<file path="config.mk">
export PLATFORM = sky130hd
export DESIGN_NAME = qoi_image_encoder_top
export DESIGN_NICKNAME = d
export VERILOG_FILES = /design/src/hw/rtl/qoi_enc_pkg.sv /design/src/hw/rtl/qoi_image_encoder_top.sv /design/src/hw/rtl/qoi_enc_ram.sv
export SDC_FILE = /design/constraint.sdc
export NUM_CORES = 2
export LEC_CHECK = 0
export CAP_MARGIN = 20
export CORE_UTILIZATION = 45
export DETAILED_ROUTE_END_ITERATION = 10
export DONT_BUFFER_PORTS = 1
export GPL_TIMING_DRIVEN = 1
export PLACE_DENSITY = 0.58
export SYNTH_ARGS = -nofsm -noshare
export SYNTH_HDL_FRONTEND = slang
export SYNTH_SLANG_ARGS = --single-unit
</file>
<file path="constraint.sdc">
create_clock -name i_clk -period 9.3 [get_ports i_clk]
set_clock_uncertainty 0.05 [all_clocks]
set_input_delay 0 -clock i_clk [delete_from_list [all_inputs] [get_ports i_clk]]
set_output_delay 0 -clock i_clk [all_outputs]
set_load 0.02 [all_outputs]
</file>
<file path="src/hw/rtl/qoi_enc_pkg.sv">
// QOI encoder package: pixel type, chunk opcodes, header bytes, register map and hash.
// Has no dependencies. The top level of the encoder and its testbench import it.
package qoi_enc_pkg;

    // Color index geometry.
    localparam int INDEX_ENTRIES = 64;
    localparam int IDX_W         = $clog2(INDEX_ENTRIES);

    // A run chunk covers at most this many pixels.
    localparam logic [5:0] RUN_LIMIT = 6'd62;

    // Chunk tags.
    localparam logic [7:0] OP_INDEX = 8'h00;
    localparam logic [7:0] OP_DIFF  = 8'h40;
    localparam logic [7:0] OP_LUMA  = 8'h80;
    localparam logic [1:0] OP_RUN2  = 2'b11;
    localparam logic [7:0] OP_RGB   = 8'hfe;
    localparam logic [7:0] OP_RGBA  = 8'hff;

    // Header magic "qoif" and the number of header and end-marker bytes.
    localparam logic [7:0] MAGIC_Q  = 8'h71;
    localparam logic [7:0] MAGIC_O  = 8'h6f;
    localparam logic [7:0] MAGIC_I  = 8'h69;
    localparam logic [7:0] MAGIC_F  = 8'h66;
    localparam logic [3:0] HDR_LEN  = 4'd14;
    localparam logic [3:0] END_LEN  = 4'd8;

    // Register indexes on the configuration port.
    localparam logic [1:0] REG_WIDTH    = 2'd0;
    localparam logic [1:0] REG_HEIGHT   = 2'd1;
    localparam logic [1:0] REG_CHANNELS = 2'd2;
    localparam logic [1:0] REG_COLORSP  = 2'd3;

    // Channel count that selects RGBA input.
    localparam logic [2:0] CH_RGBA = 3'd4;

    // Output segments of one pixel's byte sequence, in stream order.
    localparam logic [1:0] SEG_HDR = 2'd0;
    localparam logic [1:0] SEG_RUN = 2'd1;
    localparam logic [1:0] SEG_CHK = 2'd2;
    localparam logic [1:0] SEG_END = 2'd3;

    typedef struct packed {
        logic [7:0] r;
        logic [7:0] g;
        logic [7:0] b;
        logic [7:0] a;
    } t_pixel;

    // Previous pixel at the start of an image: black, opaque.
    localparam t_pixel PREV_RESET = '{r: 8'd0, g: 8'd0, b: 8'd0, a: 8'd255};

    // Index position: (3r + 5g + 7b + 11a) mod 64, kept in the index width.
    function automatic logic [IDX_W-1:0] qoi_hash(input t_pixel p);
        logic [IDX_W-1:0] h;
        h = p.r[IDX_W-1:0] * IDX_W'(3) + p.g[IDX_W-1:0] * IDX_W'(5)
          + p.b[IDX_W-1:0] * IDX_W'(7) + p.a[IDX_W-1:0] * IDX_W'(11);
        return h;
    endfunction

endpackage

</file>
<file path="src/hw/rtl/qoi_image_encoder_top.sv">
// QOI image encoder: RGBA pixel stream in, QOI byte stream out.
// A pixel goes through the stage 1 and emitter job registers to the output register.
// Throughput: the emitter moves one byte per cycle when m_axis_tready allows; a pixel
// with bytes waits in stage 1 until it is free; if none waits, run pixels go one per cycle.
// Reset: synchronous, active low; clears the index valid bits, previous pixel, run and
// header state, and restores the registers to width 1, height 1, four channels, sRGB.
// Depends on qoi_enc_pkg and qoi_enc_ram.
module qoi_image_encoder_top
    import qoi_enc_pkg::*;
(
    input  logic        i_clk,
    input  logic        i_rst_n,
    // Pixel input
    input  logic        s_axis_tvalid,
    output logic        s_axis_tready,
    input  logic [31:0] s_axis_tdata,   // red [7:0], green [15:8], blue [23:16], alpha [31:24]
    input  logic        s_axis_tlast,   // final_pixel
    // Byte output
    output logic        m_axis_tvalid,
    input  logic        m_axis_tready,
    output logic [7:0]  m_axis_tdata,   // out_byte [7:0]
    output logic        m_axis_tlast,   // stream_end
    // Configuration
    input  logic        psel,
    input  logic        penable,
    input  logic        pwrite,
    input  logic [3:0]  paddr,
    input  logic [31:0] pwdata,
    output logic [31:0] prdata,
    output logic        pready
);

    // ------------------------------------------------------------------
    // Configuration registers
    // ------------------------------------------------------------------
    logic [15:0] r_width;
    logic [15:0] r_height;
    logic [2:0]  r_channels;
    logic        r_colorsp;
    logic        w_cfg_wr;

    assign pready   = 1'b1;
    assign w_cfg_wr = psel & penable & pwrite;

    always_ff @(posedge i_clk) begin
        if (!i_rst_n) begin
            r_width    <= 16'd1;
            r_height   <= 16'd1;
            r_channels <= CH_RGBA;
            r_colorsp  <= 1'b0;
        end else if (w_cfg_wr) begin
            unique case (paddr[3:2])
                REG_WIDTH:    r_width    <= pwdata[15:0];
                REG_HEIGHT:   r_height   <= pwdata[15:0];
                REG_CHANNELS: r_channels <= pwdata[2:0];
                REG_COLORSP:  r_colorsp  <= pwdata[0];
                default:      r_colorsp  <= r_colorsp;
            endcase
        end
    end

    // Register read-back.
    always_comb begin
        unique case (paddr[3:2])
            REG_WIDTH:    prdata = {16'd0, r_width};
            REG_HEIGHT:   prdata = {16'd0, r_height};
            REG_CHANNELS: prdata = {29'd0, r_channels};
            REG_COLORSP:  prdata = {31'd0, r_colorsp};
            default:      prdata = 32'd0;
        endcase
    end

    // ------------------------------------------------------------------
    // Stage 0: accept a pixel, run tracking, index read
    // ------------------------------------------------------------------
    t_pixel             r_prev;
    logic [5:0]         r_run;
    logic               r_hdr_done;
    logic [INDEX_ENTRIES-1:0] r_valid;

    t_pixel             w_pix;
    logic               w_accept;
    logic               w_eq;
    logic [5:0]         w_run_inc;
    logic               w_run_en;
    logic [7:0]         w_run_byte;
    logic [5:0]         n_run;
    logic [IDX_W-1:0]   w_slot;

    // Stage 1 registers
    logic               r_s1_valid;
    logic               r_s1_hdr;
    logic               r_s1_run_en;
    logic [7:0]         r_s1_run_byte;
    logic               r_s1_chunk;
    logic               r_s1_final;
    t_pixel             r_s1_pix;
    t_pixel             r_s1_prev;
    logic [IDX_W-1:0]   r_s1_slot;
    logic               r_s1_fwd;
    t_pixel             r_s1_fwd_data;
    logic               r_s1_vld;
    logic               w_s1_handoff;
    logic               w_ram_we;
    logic [31:0]        w_ram_q;

    // In three-channel mode the previous alpha is carried over.
    always_comb begin
        w_pix.r = s_axis_tdata[7:0];
        w_pix.g = s_axis_tdata[15:8];
        w_pix.b = s_axis_tdata[23:16];
        w_pix.a = (r_channels == CH_RGBA) ? s_axis_tdata[31:24] : r_prev.a;
    end

    assign s_axis_tready = !r_s1_valid || w_s1_handoff;
    assign w_accept      = s_axis_tvalid && s_axis_tready;
    assign w_eq          = (w_pix == r_prev);
    assign w_run_inc     = r_run + 6'd1;
    assign w_slot        = qoi_hash(w_pix);

    // A repeated pixel extends the run; a run closes at its limit, at the last pixel,
    // or ahead of a different pixel.
    always_comb begin
        if (w_eq) begin
            w_run_en   = (w_run_inc >= RUN_LIMIT) || s_axis_tlast;
            w_run_byte = {OP_RUN2, r_run};
            n_run      = w_run_en ? 6'd0 : w_run_inc;
        end else begin
            w_run_en   = (r_run != 6'd0);
            w_run_byte = {OP_RUN2, r_run - 6'd1};
            n_run      = 6'd0;
        end
    end

    // Image state; the last pixel returns everything to the start-of-image values.
    always_ff @(posedge i_clk) begin
        if (!i_rst_n) begin
            r_prev     <= PREV_RESET;
            r_run      <= 6'd0;
            r_hdr_done <= 1'b0;
        end else if (w_accept) begin
            if (s_axis_tlast) begin
                r_prev     <= PREV_RESET;
                r_run      <= 6'd0;
                r_hdr_done <= 1'b0;
            end else begin
                r_prev     <= w_pix;
                r_run      <= n_run;
                r_hdr_done <= 1'b1;
            end
        end
    end

    // Index valid bits: a clear at the last pixel wins over a write in the same cycle.
    always_ff @(posedge i_clk) begin
        if (!i_rst_n) begin
            r_valid <= '0;
        end else if (w_accept && s_axis_tlast) begin
            r_valid <= '0;
        end else if (w_ram_we) begin
            r_valid[r_s1_slot] <= 1'b1;
        end
    end

    qoi_enc_ram #(
        .WIDTH (32),
        .DEPTH (INDEX_ENTRIES)
    ) u_index (
        .i_clk   (i_clk),
        .i_we    (w_ram_we),
        .i_waddr (r_s1_slot),
        .i_wdata (r_s1_pix),
        .i_re    (w_accept),
        .i_raddr (w_slot),
        .o_rdata (w_ram_q)
    );

    // Stage 1 control.
    always_ff @(posedge i_clk) begin
        if (!i_rst_n) begin
            r_s1_valid <= 1'b0;
        end else if (w_accept) begin
            r_s1_valid <= 1'b1;
        end else if (w_s1_handoff) begin
            r_s1_valid <= 1'b0;
        end
    end

    // Stage 1 payload; a write to the same slot in this cycle is forwarded.
    always_ff @(posedge i_clk) begin
        if (w_accept) begin
            r_s1_hdr      <= !r_hdr_done;
            r_s1_run_en   <= w_run_en;
            r_s1_run_byte <= w_run_byte;
            r_s1_chunk    <= !w_eq;
            r_s1_final    <= s_axis_tlast;
            r_s1_pix      <= w_pix;
            r_s1_prev     <= r_prev;
            r_s1_slot     <= w_slot;
            r_s1_fwd      <= w_ram_we && (r_s1_slot == w_slot);
            r_s1_fwd_data <= r_s1_pix;
            r_s1_vld      <= r_valid[w_slot];
        end
    end

    // ------------------------------------------------------------------
    // Stage 1: index compare and chunk selection
    // ------------------------------------------------------------------
    t_pixel            w_entry;
    logic              w_hit;
    logic signed [7:0] w_vr;
    logic signed [7:0] w_vg;
    logic signed [7:0] w_vb;
    logic signed [7:0] w_vgr;
    logic signed [7:0] w_vgb;
    logic [7:0]        w_dr;
    logic [7:0]        w_dg;
    logic [7:0]        w_db;
    logic [7:0]        w_lgr;
    logic [7:0]        w_lgb;
    logic [7:0]        w_lg;
    logic [2:0]        w_len;
    logic [4:0][7:0]   w_chk;
    logic [3:0]        w_pres;

    always_comb begin
        if (r_s1_fwd) begin
            w_entry = r_s1_fwd_data;
        end else if (r_s1_vld) begin
            w_entry = w_ram_q;
        end else begin
            w_entry = '0;
        end
    end

    assign w_hit = (w_entry == r_s1_pix);

    // Wrapped channel differences.
    assign w_vr  = $signed(r_s1_pix.r - r_s1_prev.r);
    assign w_vg  = $signed(r_s1_pix.g - r_s1_prev.g);
    assign w_vb  = $signed(r_s1_pix.b - r_s1_prev.b);
    assign w_vgr = w_vr - w_vg;
    assign w_vgb = w_vb - w_vg;
    assign w_dr  = w_vr + 8'sd2;
    assign w_dg  = w_vg + 8'sd2;
    assign w_db  = w_vb + 8'sd2;
    assign w_lg  = w_vg + 8'sd32;
    assign w_lgr = w_vgr + 8'sd8;
    assign w_lgb = w_vgb + 8'sd8;

    // Chunk bytes for a pixel that differs from its predecessor.
    always_comb begin
        w_chk = '0;
        w_len = 3'd0;
        if (r_s1_chunk) begin
            if (w_hit) begin
                w_chk[0] = OP_INDEX | 8'(r_s1_slot);
                w_len    = 3'd1;
            end else if (r_s1_pix.a != r_s1_prev.a) begin
                w_chk = {r_s1_pix.a, r_s1_pix.b, r_s1_pix.g, r_s1_pix.r, OP_RGBA};
                w_len = 3'd5;
            end else if (w_vr > -8'sd3 && w_vr < 8'sd2 && w_vg > -8'sd3 && w_vg < 8'sd2
                         && w_vb > -8'sd3 && w_vb < 8'sd2) begin
                w_chk[0] = OP_DIFF | {2'b00, w_dr[1:0], w_dg[1:0], w_db[1:0]};
                w_len    = 3'd1;
            end else if (w_vgr > -8'sd9 && w_vgr < 8'sd8 && w_vg > -8'sd33 && w_vg < 8'sd32
                         && w_vgb > -8'sd9 && w_vgb < 8'sd8) begin
                w_chk[0] = OP_LUMA | {2'b00, w_lg[5:0]};
                w_chk[1] = {w_lgr[3:0], w_lgb[3:0]};
                w_len    = 3'd2;
            end else begin
                w_chk[0] = OP_RGB;
                w_chk[1] = r_s1_pix.r;
                w_chk[2] = r_s1_pix.g;
                w_chk[3] = r_s1_pix.b;
                w_len    = 3'd4;
            end
        end
    end

    assign w_pres = {r_s1_final, (w_len != 3'd0), r_s1_run_en, r_s1_hdr};

    // ------------------------------------------------------------------
    // Byte emitter: header, run, chunk and end marker segments
    // ------------------------------------------------------------------
    logic            r_job_busy;
    logic [1:0]      r_seg;
    logic [3:0]      r_idx;
    logic [3:0]      r_pres;
    logic [7:0]      r_run_byte;
    logic [4:0][7:0] r_chk;
    logic [2:0]      r_len;
    logic            r_out_valid;
    logic [7:0]      r_out_data;
    logic            r_out_last;

    logic            w_emit;
    logic [3:0]      w_seg_len;
    logic            w_seg_last;
    logic            w_nxt_ok;
    logic [1:0]      w_nxt_seg;
    logic            w_job_done;
    logic            w_job_free;
    logic            w_load;
    logic [1:0]      w_first_seg;
    logic [7:0]      w_byte;
    logic            w_byte_last;

    assign w_emit     = r_job_busy && (!r_out_valid || m_axis_tready);
    assign w_job_done = w_emit && w_seg_last && !w_nxt_ok;
    assign w_job_free = !r_job_busy || w_job_done;

    // Stage 1 moves on when it has nothing to send or the emitter takes its bytes.
    assign w_s1_handoff = r_s1_valid && ((w_pres == 4'd0) || w_job_free);
    assign w_load       = w_s1_handoff && (w_pres != 4'd0);
    assign w_ram_we     = w_s1_handoff && r_s1_chunk && !w_hit && !r_s1_final;

    // Length of the current segment.
    always_comb begin
        case (r_seg)
            SEG_HDR: w_seg_len = HDR_LEN;
            SEG_RUN: w_seg_len = 4'd1;
            SEG_CHK: w_seg_len = {1'b0, r_len};
            default: w_seg_len = END_LEN;
        endcase
    end

    assign w_seg_last = (r_idx == w_seg_len - 4'd1);

    // Next present segment after the current one, and the first one of a new job.
    always_comb begin
        w_nxt_ok    = 1'b0;
        w_nxt_seg   = r_seg;
        w_first_seg = SEG_END;
        for (int i = 3; i >= 0; i--) begin
            if (r_pres[i] && (2'(i) > r_seg)) begin
                w_nxt_ok  = 1'b1;
                w_nxt_seg = 2'(i);
            end
            if (w_pres[i]) begin
                w_first_seg = 2'(i);
            end
        end
    end

    // Current byte of the stream.
    always_comb begin
        w_byte      = 8'd0;
        w_byte_last = 1'b0;
        case (r_seg)
            SEG_HDR: begin
                case (r_idx)
                    4'd0:    w_byte = MAGIC_Q;
                    4'd1:    w_byte = MAGIC_O;
                    4'd2:    w_byte = MAGIC_I;
                    4'd3:    w_byte = MAGIC_F;
                    4'd6:    w_byte = r_width[15:8];
                    4'd7:    w_byte = r_width[7:0];
                    4'd10:   w_byte = r_height[15:8];
                    4'd11:   w_byte = r_height[7:0];
                    4'd12:   w_byte = {5'd0, r_channels};
                    4'd13:   w_byte = {7'd0, r_colorsp};
                    default: w_byte = 8'd0;
                endcase
            end
            SEG_RUN: w_byte = r_run_byte;
            SEG_CHK: w_byte = r_chk[r_idx[2:0]];
            default: begin
                w_byte      = {7'd0, w_seg_last};
                w_byte_last = w_seg_last;
            end
        endcase
    end

    // Emitter sequencing.
    always_ff @(posedge i_clk) begin
        if (!i_rst_n) begin
            r_job_busy <= 1'b0;
            r_seg      <= SEG_HDR;
            r_idx      <= 4'd0;
            r_pres     <= 4'd0;
        end else if (w_load) begin
            r_job_busy <= 1'b1;
            r_seg      <= w_first_seg;
            r_idx      <= 4'd0;
            r_pres     <= w_pres;
        end else if (w_job_done) begin
            r_job_busy <= 1'b0;
        end else if (w_emit) begin
            if (w_seg_last) begin
                r_seg <= w_nxt_seg;
                r_idx <= 4'd0;
            end else begin
                r_idx <= r_idx + 4'd1;
            end
        end
    end

    always_ff @(posedge i_clk) begin
        if (w_load) begin
            r_run_byte <= r_s1_run_byte;
            r_chk      <= w_chk;
            r_len      <= w_len;
        end
    end

    // Output register.
    always_ff @(posedge i_clk) begin
        if (!i_rst_n) begin
            r_out_valid <= 1'b0;
        end else if (w_emit) begin
            r_out_valid <= 1'b1;
        end else if (m_axis_tready) begin
            r_out_valid <= 1'b0;
        end
    end

    always_ff @(posedge i_clk) begin
        if (w_emit) begin
            r_out_data <= w_byte;
            r_out_last <= w_byte_last;
        end
    end

    assign m_axis_tvalid = r_out_valid;
    assign m_axis_tdata  = r_out_data;
    assign m_axis_tlast  = r_out_last;

    // ------------------------------------------------------------------
    // Assertions
    // ------------------------------------------------------------------
    a_run_limit: assert property (@(posedge i_clk) disable iff (!i_rst_n)
        r_run < RUN_LIMIT)
        else $error("run counter reached the run limit");

    a_image_end: assert property (@(posedge i_clk) disable iff (!i_rst_n)
        w_accept && s_axis_tlast |=> r_prev == PREV_RESET && r_run == 6'd0
            && !r_hdr_done && r_valid == '0)
        else $error("encoder state not restored after the last pixel");

    a_seg_present: assert property (@(posedge i_clk) disable iff (!i_rst_n)
        r_job_busy |-> r_pres[r_seg])
        else $error("emitter is in a segment the job does not have");

    a_hit_no_write: assert property (@(posedge i_clk) disable iff (!i_rst_n)
        r_s1_valid && r_s1_chunk && w_hit |-> !w_ram_we)
        else $error("index written on a hit");

    a_load_free: assert property (@(posedge i_clk) disable iff (!i_rst_n)
        w_load |-> w_job_free)
        else $error("emitter job overwritten while busy");

endmodule

</file>
<file path="src/hw/rtl/qoi_enc_ram.sv">
// Generic single-write, single-read RAM with a registered read port.
// Depends on nothing; the encoder uses it for the color index.
module qoi_enc_ram #(
    parameter int WIDTH = 32,
    parameter int DEPTH = 64
) (
    input  logic                     i_clk,
    input  logic                     i_we,
    input  logic [$clog2(DEPTH)-1:0] i_waddr,
    input  logic [WIDTH-1:0]         i_wdata,
    input  logic                     i_re,
    input  logic [$clog2(DEPTH)-1:0] i_raddr,
    output logic [WIDTH-1:0]         o_rdata
);

    logic [WIDTH-1:0] r_mem [DEPTH];
    logic [WIDTH-1:0] r_rdata;

    // A read at the address being written returns the old contents.
    always_ff @(posedge i_clk) begin
        if (i_we) begin
            r_mem[i_waddr] <= i_wdata;
        end
        if (i_re) begin
            r_rdata <= r_mem[i_raddr];
        end
    end

    assign o_rdata = r_rdata;

endmodule

</file>
==> flow_summary.yaml <==
run_status:
  status: "finished with violations"
  violations: "DRC"
sta:
  max_freq_ghz: 0.1467
  slew_viol_final: 0
  fin_crit_ns: 6.817
  relSlewSlack_pct: 20.75
  rsz0062_at_grt: "false"
  fin_tns_setup_ns: 0
  setup_violations: 0
  post-route-period-util_pct: 73.30
  worst_pin_slew_ns: 1.189
  fin_ws_ns: 2.483
  finalHoldViolations: 0
logic_synthesis:
  synthAdderAreaFrac_pct: 1.422
  yosys_register_bits: 2403
  ys_seq_area_share_pct: 73.40
  avgSynthCellArea_um2: 20.65
  yosys.cell_types.count: 82
  synth_top_family_by_area: "multiplexers"
  synth_area_um2: 96250
  async_reset_ff_share_pct: 0
  synth-compound-area-share_pct: 2.540
  yosysMostFrequentCell: "edfxtp_1"
  muxShareOfSynthArea_pct: 16.84
  synth_common_cells: "edfxtp_1 (2252), mux4_2 (702), nand2_1 (178)"
  synth_cells: 4662
  synth_edf_count: 2252
  yosysTopAreaCell: "edfxtp_1"
  yosysWarnings: 0
  synthTopCellsByArea: "edfxtp_1 (70%), mux4_2 (16%), dfxtp_1 (3.1%)"
  synth_top_area_share_pct: 70.26
  synth_xor_area_share_pct: 0.9658
  ys.flop_type: "edfxtp_1"
  synthSimpleGateAreaFrac_pct: 3.371
clock_network:
  htree_levels: 4
  postCtsSetupBuffers: 0
  root_buffer: "clkbuf_16"
  path_clk_slew_ns: 0.06
  clk_path_buf_depth: 3
  cts_sinks: 2403
  clock_latency_ns: 0.88
  cts_tree: "yes"
  numCtsBuffers: 237
die:
  dieArea_um2: 215800
  rows: 169
  core_um2: 212300
  start_util_pct: 45.34
  top_level_ports: 120
  dieWidth_um: 464.5
  die_h_um: 464.5
global_route:
  grt-ovfl-total: 0
  antenna_found_initial: 24
  grt_pass1_wl_um: 367900
  grt_pass1_vias: 48980
  grt_max_degree: 101
  grtUsageTotal_pct: 24.10
finish:
  postLayoutCoreUtil_pct: 51.79
  fill_cells: 16800
  fin_area_um2: 110000
  drive_above_1_share_pct: 25.27
  nNetsFinal: 5144
  areaGrowthSynthToFinish_pct: 14.23
critical_path:
  path_buf_inv: 4
  end_kind: "register"
  start_kind: "register"
  rrSetupSlack_ns: 2.48
  r2r_start: "r_channels[2]"
  arrival_ns: 7.37
  reg2reg_to: "u_index.o_rdata[13]"
  cp_max_fo: 52
  path_class: "reg -> reg"
  crit_cells: 14
  cpMostUsedCell: "fa_1"
  reg2reg_depth: 14
  crit_family: "adder cells"
  worstPathCellList: "nor3b_2, buf_4, mux2_2, ha_1, ha_1, fa_1, inv_1, fa_1, inv_1, fa_1, fa_4, buf_12, mux4_2, mux4_2"
  worstPathRequired_ns: 9.86
  cp_slowest_cell: "fa_4"
  critPathMaxStageDelay_ns: 1.14
worst_hold_path:
  hold-path-cell-count: 1
  hold-path-endpoint: "prdata[10]"
  min-delay-start: "paddr[3]"
  hold_class: "in -> out"
placement:
  placed_area_um2: 100800
  io_buffer_count: 0
  dp_hpwl_um: 150500
  gp_congestion: 0.8384
  dpl_worst_slack_ns: 2.467
drt:
  drt_first_pass_iters: 10
  vias: 48350
  drtIter0Drc: 5896
  wl_per_cell_um: 32.30
  antenna_left: 0
  wl_um: 258700
  vias_per_cell: 6.037
  drcViolationCount: 48
power_and_ir_drop:
  leakage_nw: 34.64
  power_density_nw_per_um2: 332.6
  irDropWorstVdd_v: 0.0008419
run:
  cap_violations: 0
==> cell usage in the layout (no fill, tap or decap), types with 14 or more instances in the layout <==
cell           count
buf_12            17
xor2_1            37
and3_1            17
dfxtp_1          151
clkinv_1          46
dlygate4sd3_1    148
nor3_1            31
inv_1             92
nor2_1            72
o21a_1            69
nand2_1          177
a22oi_1           15
and2_1            27
nor3b_1           19
nor2b_1           23
xnor2_1           64
clkbuf_1          64
conb_1            17
a21oi_1           54
nand3b_1          49
edfxtp_1        2252
clkinv_2          41
mux2i_1           26
nand4_1           22
ha_1              60
o21ai_0           52
nor2_4            63
fa_1              27
buf_4            145
mux4_2           702
nand3_1           33
a21boi_0          61
clkbuf_16        237
or3_1             15
bufinv_16         14
==> routing by layer <==
| metal | up-vias | share of wire [%] | track usage [%] |
|---|---|---|---|
| li1 | 19890 | - | - |
| met1 | 26270 | 42 | 34.44 |
| met2 | 1840 | 48 | 38.41 |
| met3 | 341 | 7.1 | 3.908 |
| met4 | 10 | 2.8 | 6.898 |
| met5 | - | 0.041 | 0 |
==> where the power goes <==
group / switching (mW) / internal (mW)
Sequential: 0.138 / 12.4
Clock: 4.14 / 5.21
Combinational: 8.49 / 6.20
Total: 12.8 / 23.8
==> worst max path at each step <==
stage	slack (ns)	end	from
2_1_floorplan	2.00	r_s1_chunk	r_seg[0]
3_3_place_gp	2.44	u_index.o_rdata[19]	r_channels[2]
3_5_place_dp	2.47	u_index.o_rdata[16]	r_channels[2]
4_1_cts	2.45	u_index.o_rdata[19]	r_channels[2]
5_1_grt	2.27	u_index.o_rdata[19]	r_channels[2]
6_report	2.48	u_index.o_rdata[13]	r_channels[2]
==> timing repair <==
action | CTS | global route
gates resized for setup | 0 | 0
hold buffers | 150 | 0
endpoints found under the hold margin | 198 | 0
==> cells by family after synthesis <==
kind of cell	count (synthesis)
fa+ha+maj	93
compound gates	351
other cells	2
flops	2403
simple gates	622
xor+xnor	104
mux	740
buf+inv	347
==> sequential cells by signal, indices dropped and copies added (netlist names), 8 cells and up <==
name	cells
r_s1_prev	32
r_s1_fwd_data	32
r_chk	40
r_height	16
u_index.r_mem	2048
r_prev	32
r_width	16
r_valid	64
u_index.o_rdata	32
r_s1_pix	32
m_axis_tdata	8
==> through the flow <==
step	hold WS, ns	cells	total power [mW]
detailed placement	0.03448	7409	27.50
global route	0.03776	8002	37.68
global placement	0.03286	7406	27.39
floorplan	0.04887	4677	21.55
CTS	0.02344	8001	36.88
finish	0.03377	8009	36.57
==> layout make-up <==
type / instances / area [um^2] / share of cell area (%)
Tap cell: 2821 / 3530 / 3.210
Multi-Input combinational cell: 1927 / 24830 / 22.58
Clock buffer: 314 / 6350 / 5.775
Inverter: 95 / 364.1 / 0.3311
Sequential cell: 2403 / 70650 / 64.25
Clock inverter: 128 / 1239 / 1.127
Timing Repair Buffer: 313 / 2977 / 2.707
Antenna cell: 8 / 20.02 / 0.01821
(Power assumes the default switching activity.)
